--- src/design/fcd_pkg.sv ---
package fcd_pkg;

	localparam logic [1:0] KIND_BRUN = 2'd0;
	localparam logic [1:0] KIND_LC   = 2'd1;
	localparam logic [1:0] KIND_SS2  = 2'd2;
	localparam logic [1:0] KIND_COPY = 2'd3;

	localparam int OUT_DATA_W = 48;

	// One span write, or a bare chunk-done mark.
	typedef struct packed {
		logic       write_valid;
		logic [9:0] row;
		logic [9:0] column;
		logic [7:0] span_length;
		logic [7:0] byte_a;
		logic [7:0] byte_b;
		logic       pattern_two;
		logic       chunk_done;
	} fcd_res_t;

	// What the parser hands to the result queue for one parsed byte.
	typedef struct packed {
		logic     push;
		logic     two;
		fcd_res_t r0;
		fcd_res_t r1;
	} fcd_push_t;

endpackage

--- src/design/fcd_parser.sv ---
module fcd_parser import fcd_pkg::*; #(
	parameter int MAX_WIDTH  = 1024,
	parameter int MAX_HEIGHT = 1024
) (
	input  logic        clk,
	input  logic        arst_n,
	input  logic        step,
	input  logic [7:0]  payload_byte,
	input  logic [1:0]  chunk_kind,
	input  logic        first_byte,
	input  logic [10:0] frame_width,
	input  logic [10:0] frame_height,
	output fcd_push_t   push_out
);

	localparam logic [3:0] P_IDLE  = 4'd0;
	localparam logic [3:0] P_H0    = 4'd1;
	localparam logic [3:0] P_H1    = 4'd2;
	localparam logic [3:0] P_H2    = 4'd3;
	localparam logic [3:0] P_H3    = 4'd4;
	localparam logic [3:0] P_LINE  = 4'd5;
	localparam logic [3:0] P_WHI   = 4'd6;
	localparam logic [3:0] P_SKIP  = 4'd7;
	localparam logic [3:0] P_COUNT = 4'd8;
	localparam logic [3:0] P_LIT   = 4'd9;
	localparam logic [3:0] P_FILL  = 4'd10;
	localparam logic [3:0] P_FILL2 = 4'd11;
	localparam logic [3:0] P_COPY  = 4'd12;

	logic [3:0]  phase_q;
	logic [1:0]  kind_q;
	logic [15:0] lines_q, row_q, col_q, packets_q;
	logic [7:0]  run_q, low_q, fill_q, edge_val_q;
	logic        edge_pend_q;

	logic [3:0]  phase_d;
	logic [1:0]  kind_d;
	logic [15:0] lines_d, row_d, col_d, packets_d;
	logic [7:0]  run_d, low_d, fill_d, edge_val_d;
	logic        edge_pend_d;

	logic [12:0] eff_w, eff_h;

	assign eff_w = ({2'b0, frame_width} < 13'(MAX_WIDTH)) ? {2'b0, frame_width}
		: 13'(MAX_WIDTH);
	assign eff_h = ({2'b0, frame_height} < 13'(MAX_HEIGHT)) ? {2'b0, frame_height}
		: 13'(MAX_HEIGHT);

	function automatic logic [15:0] adv(input logic [15:0] c, input logic [8:0] n);
		logic [16:0] s;
		s = {1'b0, c} + 17'(n);
		return s[16] ? 16'hFFFF : s[15:0];
	endfunction

	function automatic fcd_res_t span(input logic [15:0] r, input logic [15:0] c,
		input logic [8:0] len, input logic [7:0] a, input logic [7:0] b,
		input logic two, input logic [12:0] ew, input logic [12:0] eh);
		fcd_res_t    o;
		logic [15:0] room;
		logic [15:0] l;
		o = '0;
		room = {3'b0, ew} - c;
		l = ({7'b0, len} > room) ? room : {7'b0, len};
		if (l > 16'd255) l = 16'd255;
		o.write_valid = (r < {3'b0, eh}) && (c < {3'b0, ew}) && (len != 9'd0);
		o.row         = r[9:0];
		o.column      = c[9:0];
		o.span_length = l[7:0];
		o.byte_a      = a;
		o.byte_b      = two ? b : 8'd0;
		o.pattern_two = two;
		return o;
	endfunction

	always_comb begin
		fcd_res_t   e;
		fcd_res_t   r0, r1;
		logic [1:0] cnt;
		logic       done, take, ev_run, ev_pkt, ev_line;
		logic [15:0] w;
		logic [8:0]  n;

		phase_d = phase_q; kind_d = kind_q; lines_d = lines_q; row_d = row_q;
		col_d = col_q; packets_d = packets_q; run_d = run_q; low_d = low_q;
		fill_d = fill_q; edge_pend_d = edge_pend_q; edge_val_d = edge_val_q;
		r0 = '0; r1 = '0; cnt = 2'd0; done = 1'b0;
		ev_run = 1'b0; ev_pkt = 1'b0; ev_line = 1'b0;
		e = '0; w = '0; n = '0;

		if (first_byte) begin
			kind_d = chunk_kind; row_d = '0; col_d = '0; packets_d = '0; run_d = '0;
			low_d = '0; fill_d = '0; edge_pend_d = 1'b0; edge_val_d = '0;
			lines_d = {5'b0, frame_height};
			if (chunk_kind == KIND_BRUN) begin
				if (frame_height == 11'd0) done = 1'b1; else phase_d = P_LINE;
			end else if (chunk_kind == KIND_COPY) begin
				if (frame_height == 11'd0 || frame_width == 11'd0) done = 1'b1;
				else phase_d = P_COPY;
			end else begin
				lines_d = '0;
				phase_d = P_H0;
			end
			take = !done;
		end else begin
			take = (phase_q != P_IDLE);
		end

		if (take) begin
			unique case (phase_d)
				P_H0: begin
					low_d = payload_byte;
					phase_d = P_H1;
				end
				P_H1: begin
					w = {payload_byte, low_d};
					if (kind_d == KIND_LC) begin
						row_d = w;
						phase_d = P_H2;
					end else begin
						lines_d = w;
						if (w == 16'd0) done = 1'b1; else phase_d = P_LINE;
					end
				end
				P_H2: begin
					low_d = payload_byte;
					phase_d = P_H3;
				end
				P_H3: begin
					lines_d = {payload_byte, low_d};
					if (lines_d == 16'd0) done = 1'b1; else phase_d = P_LINE;
				end
				P_LINE: begin
					col_d = '0;
					if (kind_d == KIND_BRUN) begin
						if (frame_width == 11'd0) ev_line = 1'b1; else phase_d = P_COUNT;
					end else if (kind_d == KIND_LC) begin
						packets_d = {8'b0, payload_byte};
						if (payload_byte == 8'd0) ev_line = 1'b1; else phase_d = P_SKIP;
					end else begin
						low_d = payload_byte;
						phase_d = P_WHI;
					end
				end
				P_WHI: begin
					w = {payload_byte, low_d};
					phase_d = P_LINE;
					case (w[15:14])
						2'b11: row_d = row_d - w;
						2'b10: begin
							edge_pend_d = 1'b1;
							edge_val_d = w[7:0];
						end
						2'b00: begin
							packets_d = w;
							col_d = '0;
							if (w == 16'd0) ev_line = 1'b1; else phase_d = P_SKIP;
						end
						default: ;
					endcase
				end
				P_SKIP: begin
					col_d = adv(col_d, {1'b0, payload_byte});
					phase_d = P_COUNT;
				end
				P_COUNT: begin
					if (payload_byte == 8'd0) begin
						if (kind_d != KIND_BRUN) ev_pkt = 1'b1;
					end else if (!payload_byte[7]) begin
						if (kind_d == KIND_BRUN) begin
							run_d = payload_byte;
							phase_d = P_FILL;
						end else begin
							run_d = (kind_d == KIND_SS2) ? {payload_byte[6:0], 1'b0}
								: payload_byte;
							phase_d = P_LIT;
						end
					end else begin
						run_d = ~payload_byte + 8'd1;
						phase_d = (kind_d == KIND_BRUN) ? P_LIT : P_FILL;
					end
				end
				P_LIT: begin
					e = span(row_d, col_d, 9'd1, payload_byte, 8'd0, 1'b0, eff_w, eff_h);
					if (e.write_valid) begin r0 = e; cnt = 2'd1; end
					col_d = adv(col_d, 9'd1);
					run_d = run_d - 8'd1;
					if (run_d == 8'd0) ev_run = 1'b1;
				end
				P_FILL: begin
					if (kind_d == KIND_SS2) begin
						fill_d = payload_byte;
						phase_d = P_FILL2;
					end else begin
						e = span(row_d, col_d, {1'b0, run_d}, payload_byte, 8'd0, 1'b0,
							eff_w, eff_h);
						if (e.write_valid) begin r0 = e; cnt = 2'd1; end
						col_d = adv(col_d, {1'b0, run_d});
						run_d = '0;
						ev_run = 1'b1;
					end
				end
				P_FILL2: begin
					n = {run_d, 1'b0};
					e = span(row_d, col_d, (n > 9'd254) ? 9'd254 : n, fill_d,
						payload_byte, 1'b1, eff_w, eff_h);
					if (e.write_valid) begin r0 = e; cnt = 2'd1; end
					col_d = adv(col_d, n);
					run_d = '0;
					ev_pkt = 1'b1;
				end
				P_COPY: begin
					e = span(row_d, col_d, 9'd1, payload_byte, 8'd0, 1'b0, eff_w, eff_h);
					if (e.write_valid) begin r0 = e; cnt = 2'd1; end
					col_d = adv(col_d, 9'd1);
					if (col_d >= {5'b0, frame_width}) ev_line = 1'b1;
				end
				default: phase_d = P_IDLE;
			endcase

			// Resolve end-of-run, end-of-packet and end-of-line in model order.
			if (ev_run) begin
				if (kind_d == KIND_BRUN) begin
					if (col_d >= {5'b0, frame_width}) ev_line = 1'b1;
					else phase_d = P_COUNT;
				end else begin
					ev_pkt = 1'b1;
				end
			end
			if (ev_pkt) begin
				packets_d = packets_d - 16'd1;
				if (packets_d == 16'd0) ev_line = 1'b1; else phase_d = P_SKIP;
			end
			if (ev_line) begin
				if (kind_d == KIND_SS2 && edge_pend_d) begin
					if (frame_width != 11'd0) begin
						e = span(row_d, {5'b0, frame_width - 11'd1}, 9'd1, edge_val_d,
							8'd0, 1'b0, eff_w, eff_h);
						if (e.write_valid) begin
							if (cnt == 2'd0) r0 = e; else r1 = e;
							cnt = cnt + 2'd1;
						end
					end
					edge_pend_d = 1'b0;
				end
				row_d = row_d + 16'd1;
				lines_d = lines_d - 16'd1;
				col_d = '0;
				if (lines_d == 16'd0) done = 1'b1;
				else phase_d = (kind_d == KIND_COPY) ? P_COPY : P_LINE;
			end
		end

		if (done) begin
			phase_d = P_IDLE;
			if (cnt == 2'd0) begin
				r0 = '0;
				r0.chunk_done = 1'b1;
				cnt = 2'd1;
			end else if (cnt == 2'd1) begin
				r0.chunk_done = 1'b1;
			end else begin
				r1.chunk_done = 1'b1;
			end
		end

		push_out.push = step && (cnt != 2'd0);
		push_out.two  = (cnt == 2'd2);
		push_out.r0   = r0;
		push_out.r1   = r1;
	end

	always_ff @(posedge clk or negedge arst_n) begin
		if (!arst_n) begin
			phase_q <= P_IDLE; kind_q <= '0; lines_q <= '0; row_q <= '0; col_q <= '0;
			packets_q <= '0; run_q <= '0; low_q <= '0; fill_q <= '0;
			edge_pend_q <= 1'b0; edge_val_q <= '0;
		end else if (step) begin
			phase_q <= phase_d; kind_q <= kind_d; lines_q <= lines_d; row_q <= row_d;
			col_q <= col_d; packets_q <= packets_d; run_q <= run_d; low_q <= low_d;
			fill_q <= fill_d; edge_pend_q <= edge_pend_d; edge_val_q <= edge_val_d;
		end
	end

endmodule

--- src/design/fcd_res_queue.sv ---
module fcd_res_queue import fcd_pkg::*; (
	input  logic      clk,
	input  logic      arst_n,
	input  fcd_push_t push_in,
	output logic      room_two,
	output logic      out_valid,
	output fcd_res_t  out_res,
	input  logic      out_ready
);

	fcd_res_t   mem_q [4];
	logic [1:0] wr_q, rd_q;
	logic [2:0] count_q;
	logic       pop;
	logic [2:0] n_in;

	assign pop       = out_valid && out_ready;
	assign out_valid = (count_q != 3'd0);
	assign out_res   = mem_q[rd_q];
	assign room_two  = (count_q <= 3'd2);
	assign n_in      = push_in.push ? (push_in.two ? 3'd2 : 3'd1) : 3'd0;

	always_ff @(posedge clk) begin
		if (push_in.push) begin
			mem_q[wr_q] <= push_in.r0;
			if (push_in.two) mem_q[wr_q + 2'd1] <= push_in.r1;
		end
	end

	always_ff @(posedge clk or negedge arst_n) begin
		if (!arst_n) begin
			wr_q <= '0;
			rd_q <= '0;
			count_q <= '0;
		end else begin
			wr_q <= wr_q + n_in[1:0];
			if (pop) rd_q <= rd_q + 2'd1;
			count_q <= count_q + n_in - {2'b0, pop};
		end
	end

endmodule

--- src/design/flic_frame_chunk_decoder.sv ---
// FLIC image chunk decoder.
// Input stream (s_axis_*): one payload byte per transaction in tdata; tuser carries
// the chunk kind (0 byte run, 1 line delta, 2 word delta, 3 raw copy) and a
// first-byte flag that opens a new chunk and abandons any open one.
// Output stream (m_axis_*): one span write per transaction; tuser is the write flag,
// tlast marks the transaction that completes the chunk (a done-only transaction
// has tuser low and tdata zero).
// Config (cfg_*): index 0 frame width, index 1 frame height; always ready. Write
// only while the decoder is idle.
// Throughput: one byte per cycle while the queue has room. A byte is held in the input
// register and parsed there; its results land in a four-entry result queue, which is
// registered, and the first result shows on the output from that queue. A byte yields
// at most two results, which the queue drains one per cycle while tready is high.
// Stall: when the receiver holds tready low the queue fills; the input register
// holds its byte until the queue has room for two results, and s_axis_tready drops.
// Reset: parser goes idle, queue empties, width 320 and height 200.
module flic_frame_chunk_decoder import fcd_pkg::*; #(
	parameter int MAX_WIDTH  = 1024,
	parameter int MAX_HEIGHT = 1024
) (
	input  logic                  clk,
	input  logic                  arst_n,
	input  logic                  s_axis_tvalid,
	output logic                  s_axis_tready,
	input  logic [7:0]            s_axis_tdata,  // [7:0] payload_byte
	input  logic [2:0]            s_axis_tuser,  // [1:0] chunk_kind, [2] first_byte
	output logic                  m_axis_tvalid,
	input  logic                  m_axis_tready,
	// [9:0] row, [19:10] column, [27:20] span_length, [35:28] byte_a,
	// [43:36] byte_b, [44] pattern_two, [47:45] zero
	output logic [OUT_DATA_W-1:0] m_axis_tdata,
	output logic                  m_axis_tuser,  // [0] write_valid
	output logic                  m_axis_tlast,  // chunk_done
	input  logic                  cfg_valid,
	output logic                  cfg_ready,
	input  logic                  cfg_index,
	input  logic [10:0]           cfg_data
);

	localparam logic CFG_WIDTH  = 1'b0;
	localparam logic CFG_HEIGHT = 1'b1;

	logic [10:0] width_q, height_q;
	logic        valid_s1;
	logic [7:0]  byte_s1;
	logic [2:0]  user_s1;
	logic        room_two, step;
	fcd_push_t   push;
	fcd_res_t    res;

	assign cfg_ready = 1'b1;

	always_ff @(posedge clk or negedge arst_n) begin
		if (!arst_n) begin
			width_q  <= 11'd320;
			height_q <= 11'd200;
		end else if (cfg_valid) begin
			unique case (cfg_index)
				CFG_WIDTH:  width_q  <= cfg_data;
				CFG_HEIGHT: height_q <= cfg_data;
				default: ;
			endcase
		end
	end

	// Parse the held byte once the queue can absorb two results.
	assign step          = valid_s1 && room_two;
	assign s_axis_tready = !valid_s1 || room_two;

	always_ff @(posedge clk or negedge arst_n) begin
		if (!arst_n) valid_s1 <= 1'b0;
		else if (s_axis_tready) valid_s1 <= s_axis_tvalid;
	end

	always_ff @(posedge clk) begin
		if (s_axis_tready && s_axis_tvalid) begin
			byte_s1 <= s_axis_tdata;
			user_s1 <= s_axis_tuser;
		end
	end

	fcd_parser #(.MAX_WIDTH(MAX_WIDTH), .MAX_HEIGHT(MAX_HEIGHT)) u_parser (
		.clk          (clk),
		.arst_n       (arst_n),
		.step         (step),
		.payload_byte (byte_s1),
		.chunk_kind   (user_s1[1:0]),
		.first_byte   (user_s1[2]),
		.frame_width  (width_q),
		.frame_height (height_q),
		.push_out     (push)
	);

	fcd_res_queue u_queue (
		.clk       (clk),
		.arst_n    (arst_n),
		.push_in   (push),
		.room_two  (room_two),
		.out_valid (m_axis_tvalid),
		.out_res   (res),
		.out_ready (m_axis_tready)
	);

	assign m_axis_tdata = {3'b0, res.pattern_two, res.byte_b, res.byte_a,
		res.span_length, res.column, res.row};
	assign m_axis_tuser = res.write_valid;
	assign m_axis_tlast = res.chunk_done;

endmodule

--- config.mk ---
export PLATFORM = sky130hd
export DESIGN_NAME = flic_frame_chunk_decoder
export DESIGN_NICKNAME = d
export VERILOG_FILES = /design/src/design/fcd_pkg.sv /design/src/design/fcd_parser.sv /design/src/design/fcd_res_queue.sv /design/src/design/flic_frame_chunk_decoder.sv
export SDC_FILE = /design/constraint.sdc
export NUM_CORES = 1
export LEC_CHECK = 0
export BUFFER_PORTS_ARGS = -buffer_cell sky130_fd_sc_hd__buf_2
export CORE_AREA = 2 2 313 160
export DETAILED_ROUTE_END_ITERATION = 6
export DIE_AREA = 0 0 315 162
export GPL_TIMING_DRIVEN = 0
export HOLD_SLACK_MARGIN = 0.1
export PLACE_DENSITY = 0.74
export SLEW_MARGIN = 20
export SYNTH_ARGS = -nofsm -noshare
export SYNTH_HDL_FRONTEND = slang
export SYNTH_SLANG_ARGS = --single-unit
--- constraint.sdc ---
create_clock -name clk -period 12.8 [get_ports clk]
set_input_delay 1.92 -clock clk [delete_from_list [all_inputs] [get_ports clk]]
set_output_delay 1.92 -clock clk [all_outputs]
set_load 0.1 [all_outputs]
==> results.json, run 1 <==
{
  "synthTopCellsByArea": "edfxtp_1, dfrtp_1, ha_1",
  "power_density_nw_per_um2": 227,
  "via_per_inst": 7.10,
  "met3_length_microns": 16900,
  "finalClockSkew_ns": 0.0202,
  "cts_hold_buf": 0,
  "cts_tree": "yes",
  "drtIter0Drc": 4113,
  "critPathKind": "flop to flop",
  "gp_routability_congestion": 1.09,
  "final.setup.tns_ns": 0,
  "p_leak_nw": 11.2,
  "dr_wl_met2_microns": 44300,
  "fmax_mhz": 80.5,
  "maxSlewHeadroom_pct": 17.6,
  "ys_dominant_reg_cell": "edfxtp_1",
  "violations": "design-rule violations",
  "max-cap-violations": 0,
  "postCtsSetupBuffers": 0,
  "dieArea_sq_um": 51000,
  "synthDistinctLibCells": 115,
  "grt_pass1_vias": 24490,
  "placedCellCount": 3622,
  "clk_latency_ns": 0.57,
  "clockBufferDepth": 3,
  "grt_first_pass_wirelength_microns": 161000,
  "ant_nets": 0,
  "wl_met1_microns": 45600,
  "synthCells": 2887,
  "first_pass_iters": 7,
  "cts.sinks": 332,
  "ys_async_sr_fraction_pct": 40.1,
  "arrival_ns": 12.72,
  "finalHoldViolCount": 0,
  "grt_overflow": 0,
  "dp_hpwl_microns": 85100,
  "ios": 81,
  "area_growth_pct": 9.62,
  "n_fill_cell": 4341,
  "ys.warnings.count": 0,
  "layout_commonest_cell": "nand2_1",
  "post_dp_cell_area_sq_um": 27200,
  "start_kind": "flop",
  "die_y_microns": 162,
  "synth.top_cell.area_share_pct": 18.9,
  "highest_layer": "met4",
  "synth_area_sq_um": 25900,
  "numPortBuffers": 76,
  "fin_crit_sh_pct": 97.0,
  "layout.nets": 3167,
  "numCtsBuffers": 34,
  "synth_edf_count": 163,
  "avgSynthCellArea_sq_um": 8.95,
  "finalCriticalPeriod_ns": 12.42,
  "crit_path_max_incr_delay_ns": 0.62,
  "synth-seq-cells": 332,
  "clk_pin_slew_ns": 0.06,
  "die_x_microns": 315,
  "via_count": 26169,
  "setup_violations": 0,
  "ys_seq_area_share_pct": 34.6,
  "final_cells": 3684,
  "drive_gt1_share_pct": 12.5,
  "worst_pin_slew_ns": 1.22,
  "critPathRequiredTime_ns": 13.10,
  "grt_usage_pct": 42.8,
  "vdd_drop_max_uv": 241,
  "hold_class": "flop to flop",
  "power_mw": 6.43,
  "endpoint_kind": "flop",
  "drc": 7,
  "htree_levels": 2,
  "yosys.area.top_type": "edfxtp_1",
  "fp-row-count": 57,
  "fin_area_sq_um": 28300,
  "antenna_found_initial": 5,
  "status": "finished, violations left",
  "final_cell_mix": "nand2_1, nor2_1, o21ai_0, a21oi_1, edfxtp_1",
  "wirelength_microns": 111000,
  "grt_max_degree": 91,
  "utilization_pct": 58.9,
  "core_sq_um": 48100,
  "start_util_pct": 53.7,
  "crit_fanout": 25,
  "cts.root.buffer_cell": "clkbuf_16",
  "rsz0062_at_grt": "no",
  "crit_slowest_cell": "clkdlybuf4s15_2",
  "avgRoutedWirePerCell_microns": 30.2,
  "slew_viol_final": 0
}
report_power, final:
| group | internal [mW] | switching, mW | total, mW |
|---|---|---|---|
| sequential | 1.25 | 0.163 | 1.41 |
| clock | 0.533 | 0.476 | 1.01 |
| combinational | 1.08 | 2.93 | 4.02 |
| total | 2.86 | 3.57 | 6.43 |
flip-flops by register name, indices dropped and copies added, names as in the netlist, 3 cells and up:
name and cells:
height_q 11, u_parser.lines_q 16, u_parser.fill_q 8, u_parser.row_q 16, u_queue.mem_q 188, u_queue.count_q 3, user_s1 3, u_parser.packets_q 16
byte_s1 8, u_parser.phase_q 4, u_parser.col_q 16, u_parser.low_q 8, width_q 11, u_parser.edge_val_q 8, u_parser.run_q 8
critical path, delay by kind of cell (launching register included):
family	cells	cell delay (ns)
AOI/OAI and AO/OA	14	3.45
adders and majority gates	2	0.55
buffers and inverters	13	5.46
and+or+nand+nor	8	2.29
DFF	1	0.35
synth_stat cells (all sizes together), types with 39 or more instances:
cell	count
ha	131
edfxtp	163
nand4	49
a22o	47
mux2i	57
o21ai	203
mux4	47
o22ai	136
a21o	39
nand2	316
xnor2	90
nand3	85
buf	63
nor2	209
a21oi	166
inv	102
nand2b	40
clkbuf	117
nor3	113
dfrtp	128
stage by stage:
stage	worst slack, ns	hold WS, ns
floorplan	3.93	0.435
global placement	-2.78	0.441
detailed placement	-1.99	0.451
CTS	0.0880	0.460
global route	0.197	0.475
finish	0.380	0.458
worst paths after layout:
| path | startpoint | endpoint | slack (ns) | cells after the start |
|---|---|---|---|---|
| max | user_s1[2] | u_queue.mem_q[0][32] | 0.38 | 37 |
| min | u_queue.mem_q[3][8] | u_queue.mem_q[3][8] | 0.46 | 2 |
| max reg2reg | user_s1[2] | u_queue.mem_q[0][32] | 0.38 | 37 |
| min reg2reg | u_queue.mem_q[3][8] | u_queue.mem_q[3][8] | 0.46 | 2 |
| max in group asynchronous | arst_n | u_queue.wr_q[1] | 10.63 | 2 |
| min in group asynchronous | arst_n | u_parser.col_q[10] | 1.28 | 1 |
area by class of cell:
cell class / instances / area, sq um / area share, %
timing repair buffer: 83 / 504 / 1.78
buffer: 177 / 806 / 2.84
sequential: 332 / 8950 / 31.6
clock buffer: 47 / 961 / 3.39
multi-input combinational: 2273 / 15800 / 55.8
clock inverter: 15 / 97.6 / 0.344
antenna: 3 / 7.51 / 0.0265
tap: 649 / 812 / 2.87
inverter: 105 / 394 / 1.39
repair_timing:
item	CTS	global route
endpoints found under the hold margin	0	0
setup endpoints to repair	398	310
pin swaps	0	0
gates resized for setup	5	5
cell families (layout without fill, tap and decap cells):
kind of cell	Yosys count	in the layout	share of synthesized area, %
simple gates	989	989	19.0
compound gates	888	888	23.4
flops	332	332	34.6
buf+inv	285	427	4.59
fa+ha+maj	135	135	6.57
mux	135	135	7.68
xor+xnor	121	121	4.13
other cells	2	8	0.0291
routing by layer:
layer / vias to the layer above / GRT usage, %
met5: - / 0
met1: 12783 / 60.4
met3: 288 / 15.8
met2: 1922 / 59.4
li1: 11176 / -
met4: 0 / 16.3
No activity file was read; power rests on OpenSTA's default activity.
==> inputs of run 2 (changes only) <==
--- a/config.mk
+++ b/config.mk
@@ -6,12 +6,14 @@
 export NUM_CORES = 1
 export LEC_CHECK = 0
 export BUFFER_PORTS_ARGS = -buffer_cell sky130_fd_sc_hd__buf_2
-export CORE_AREA = 2 2 313 160
+export CELL_PAD_IN_SITES_DETAIL_PLACEMENT = 0
+export CELL_PAD_IN_SITES_GLOBAL_PLACEMENT = 1
+export CORE_AREA = 2 2 332 170
 export DETAILED_ROUTE_END_ITERATION = 6
-export DIE_AREA = 0 0 315 162
+export DIE_AREA = 0 0 334 172
 export GPL_TIMING_DRIVEN = 0
 export HOLD_SLACK_MARGIN = 0.1
-export PLACE_DENSITY = 0.74
+export PLACE_DENSITY = 0.83
 export SLEW_MARGIN = 20
 export SYNTH_ARGS = -nofsm -noshare
 export SYNTH_HDL_FRONTEND = slang
==> run 2 against run 1 <==
Net effect:
- the flow now finishes without violations
- sequential share of layout area down 0.10 points
- core utilization down 6.8 points
- global-route usage down 1.4 points
- clock power about the same
- register-to-register slack worse by 0.17 ns
- clock skew up 0.0032 ns
- non-clock buffer count up 1
- critical path depth down 1
- hold slack better by 0.0070 ns
- sequential cell count unchanged
- count of clock-buffer cells in the layout down 7
- largest cell class unchanged
==> results.json, run 2 (synthesis results as in run 1) <==
{
  "status": "finished clean",
  "clockBufferDepth": 3,
  "r2r_cells": 36,
  "highest_layer": "met5",
  "fin_crit_sh_pct": 98.4,
  "numCtsBuffers": 31,
  "largest_reg_flops": 188,
  "start_kind": "flop",
  "crit_slowest_cell": "a32oi_2",
  "grt_usage_pct": 41.4,
  "dp_hpwl_microns": 95500,
  "met3_length_microns": 21700,
  "power_mw": 6.54,
  "area_growth_pct": 9.97,
  "finalWorstSetupSlack_ns": 0.209,
  "htree_levels": 1,
  "crit_path_max_incr_delay_ns": 0.70,
  "arrival_ns": 12.91,
  "finalHoldViolCount": 0,
  "layout_commonest_cell": "nand2_1",
  "hold_slack_ns": 0.465,
  "crit_fanout": 19,
  "core_sq_um": 54600,
  "final.setup.tns_ns": 0,
  "n_fill_cell": 5057,
  "avgRoutedWirePerCell_microns": 32.4,
  "critPathRequiredTime_ns": 13.12,
  "insertedDiodeCount": 0,
  "endpoint_kind": "flop",
  "worst_pin_slew_ns": 1.27,
  "final_cell_mix": "nand2_1, nor2_1, o21ai_0, a21oi_1, edfxtp_1",
  "fp-row-count": 61,
  "grt_overflow": 0,
  "cts_hold_buf": 0,
  "antenna_found_initial": 6,
  "die_y_microns": 172,
  "setup_violations": 0,
  "cp_common_cell": "buf_2",
  "p_leak_nw": 11.2,
  "numPortBuffers": 76,
  "ant_nets": 0,
  "critPathKind": "flop to flop",
  "clk_pin_slew_ns": 0.08,
  "r2r_slack_ns": 0.21,
  "grt_max_degree": 89,
  "cts.root.buffer_cell": "clkbuf_16",
  "wirelength_microns": 122000,
  "start_util_pct": 47.3,
  "dp_slack_ns": -1.82,
  "grt_pass1_vias": 23970,
  "fmax_mhz": 79.4,
  "via_count": 26632,
  "wl_met1_microns": 54200,
  "clk_latency_ns": 0.63,
  "cts_tree": "yes",
  "whs_path_depth": 2,
  "dieArea_sq_um": 57400,
  "layout.nets": 3165,
  "grt_first_pass_wirelength_microns": 172000,
  "power_density_nw_per_um2": 230,
  "first_pass_iters": 7,
  "hold_class": "flop to flop",
  "drtIter0Drc": 4631,
  "drc": 0,
  "utilization_pct": 52.0,
  "finalCriticalPeriod_ns": 12.59,
  "vdd_drop_max_uv": 187,
  "die_x_microns": 334,
  "postCtsSetupBuffers": 0,
  "largest_register": "u_queue.mem_q",
  "finalClockSkew_ns": 0.0234,
  "dr_wl_met2_microns": 43100,
  "maxSlewHeadroom_pct": 15.2,
  "slew_viol_final": 0,
  "drive_gt1_share_pct": 12.4,
  "max-cap-violations": 0,
  "gp_routability_congestion": 1.04,
  "rsz0062_at_grt": "no",
  "cts.sinks": 332,
  "ios": 81,
  "via_per_inst": 7.10
}
[run 2: cell count changes in the layout (fill, tap and decap cells not counted), moves of 4 or more]
cell,change
clkbuf_16,-4
buf_2,+4
bufinv_16,+4
clkinv_2,-4
[run 2: final timing paths]
path / from / endpoint
min in group asynchronous: arst_n / u_parser.row_q[7]
setup reg to reg: user_s1[2] / u_queue.mem_q[1][44]
hold / removal: u_queue.mem_q[0][2] / u_queue.mem_q[0][2]
hold reg to reg: u_queue.mem_q[0][2] / u_queue.mem_q[0][2]
max in group asynchronous: arst_n / width_q[8]
setup / recovery: user_s1[2] / u_queue.mem_q[1][44]
[run 2: report_power, final]
group	internal [mW]	switching (mW)	total, mW
sequential	1.25	0.166	1.41
combinational	1.08	3.03	4.11
clock	0.548	0.472	1.02
[run 2: per-stage QoR]
step / area (sq um) / instances
2_1_floorplan: 25900 / 2890
3_3_place_gp: 27100 / 3690
3_5_place_dp: 27400 / 3699
4_1_cts: 28400 / 3754
5_1_grt: 28400 / 3753
6_report: 28400 / 3753
[run 2: area by class of cell]
cell class              count  area (sq um)  area share, %
clock inverters            18           216          0.761
multi-input cells        2273         15800           55.6
clock buffers              40           840           2.95
well taps                 724           906           3.19
repair buffers             85           536           1.88
plain buffers             176           785           2.76
flip-flops and latches    332          8950           31.5
inverters                 105           394           1.39
[run 2: metal layers]
layer / up-vias / global-route usage (%)
met3: 196 / 20.8
met1: 13119 / 63.1
met2: 2140 / 50.2
met5: - / 0
li1: 11173 / -
met4: 4 / 8.13
[run 2: critical path, delay by kind of cell, from the launching register on]
| kind | cells | cell delay (ns) |
|---|---|---|
| AOI/OAI and AO/OA | 14 | 4.58 |
| adders and majority gates | 2 | 0.54 |
| buffers and inverters | 12 | 4.92 |
| DFF | 1 | 0.37 |
| and+or+nand+nor | 8 | 1.74 |
[run 2: repair_timing]
item / 4_1_cts / 5_1_grt
setup endpoints to repair: 398 / 192
resized for setup: 6 / 7
pin swaps: 0 / 0
cloned: 0 / 0
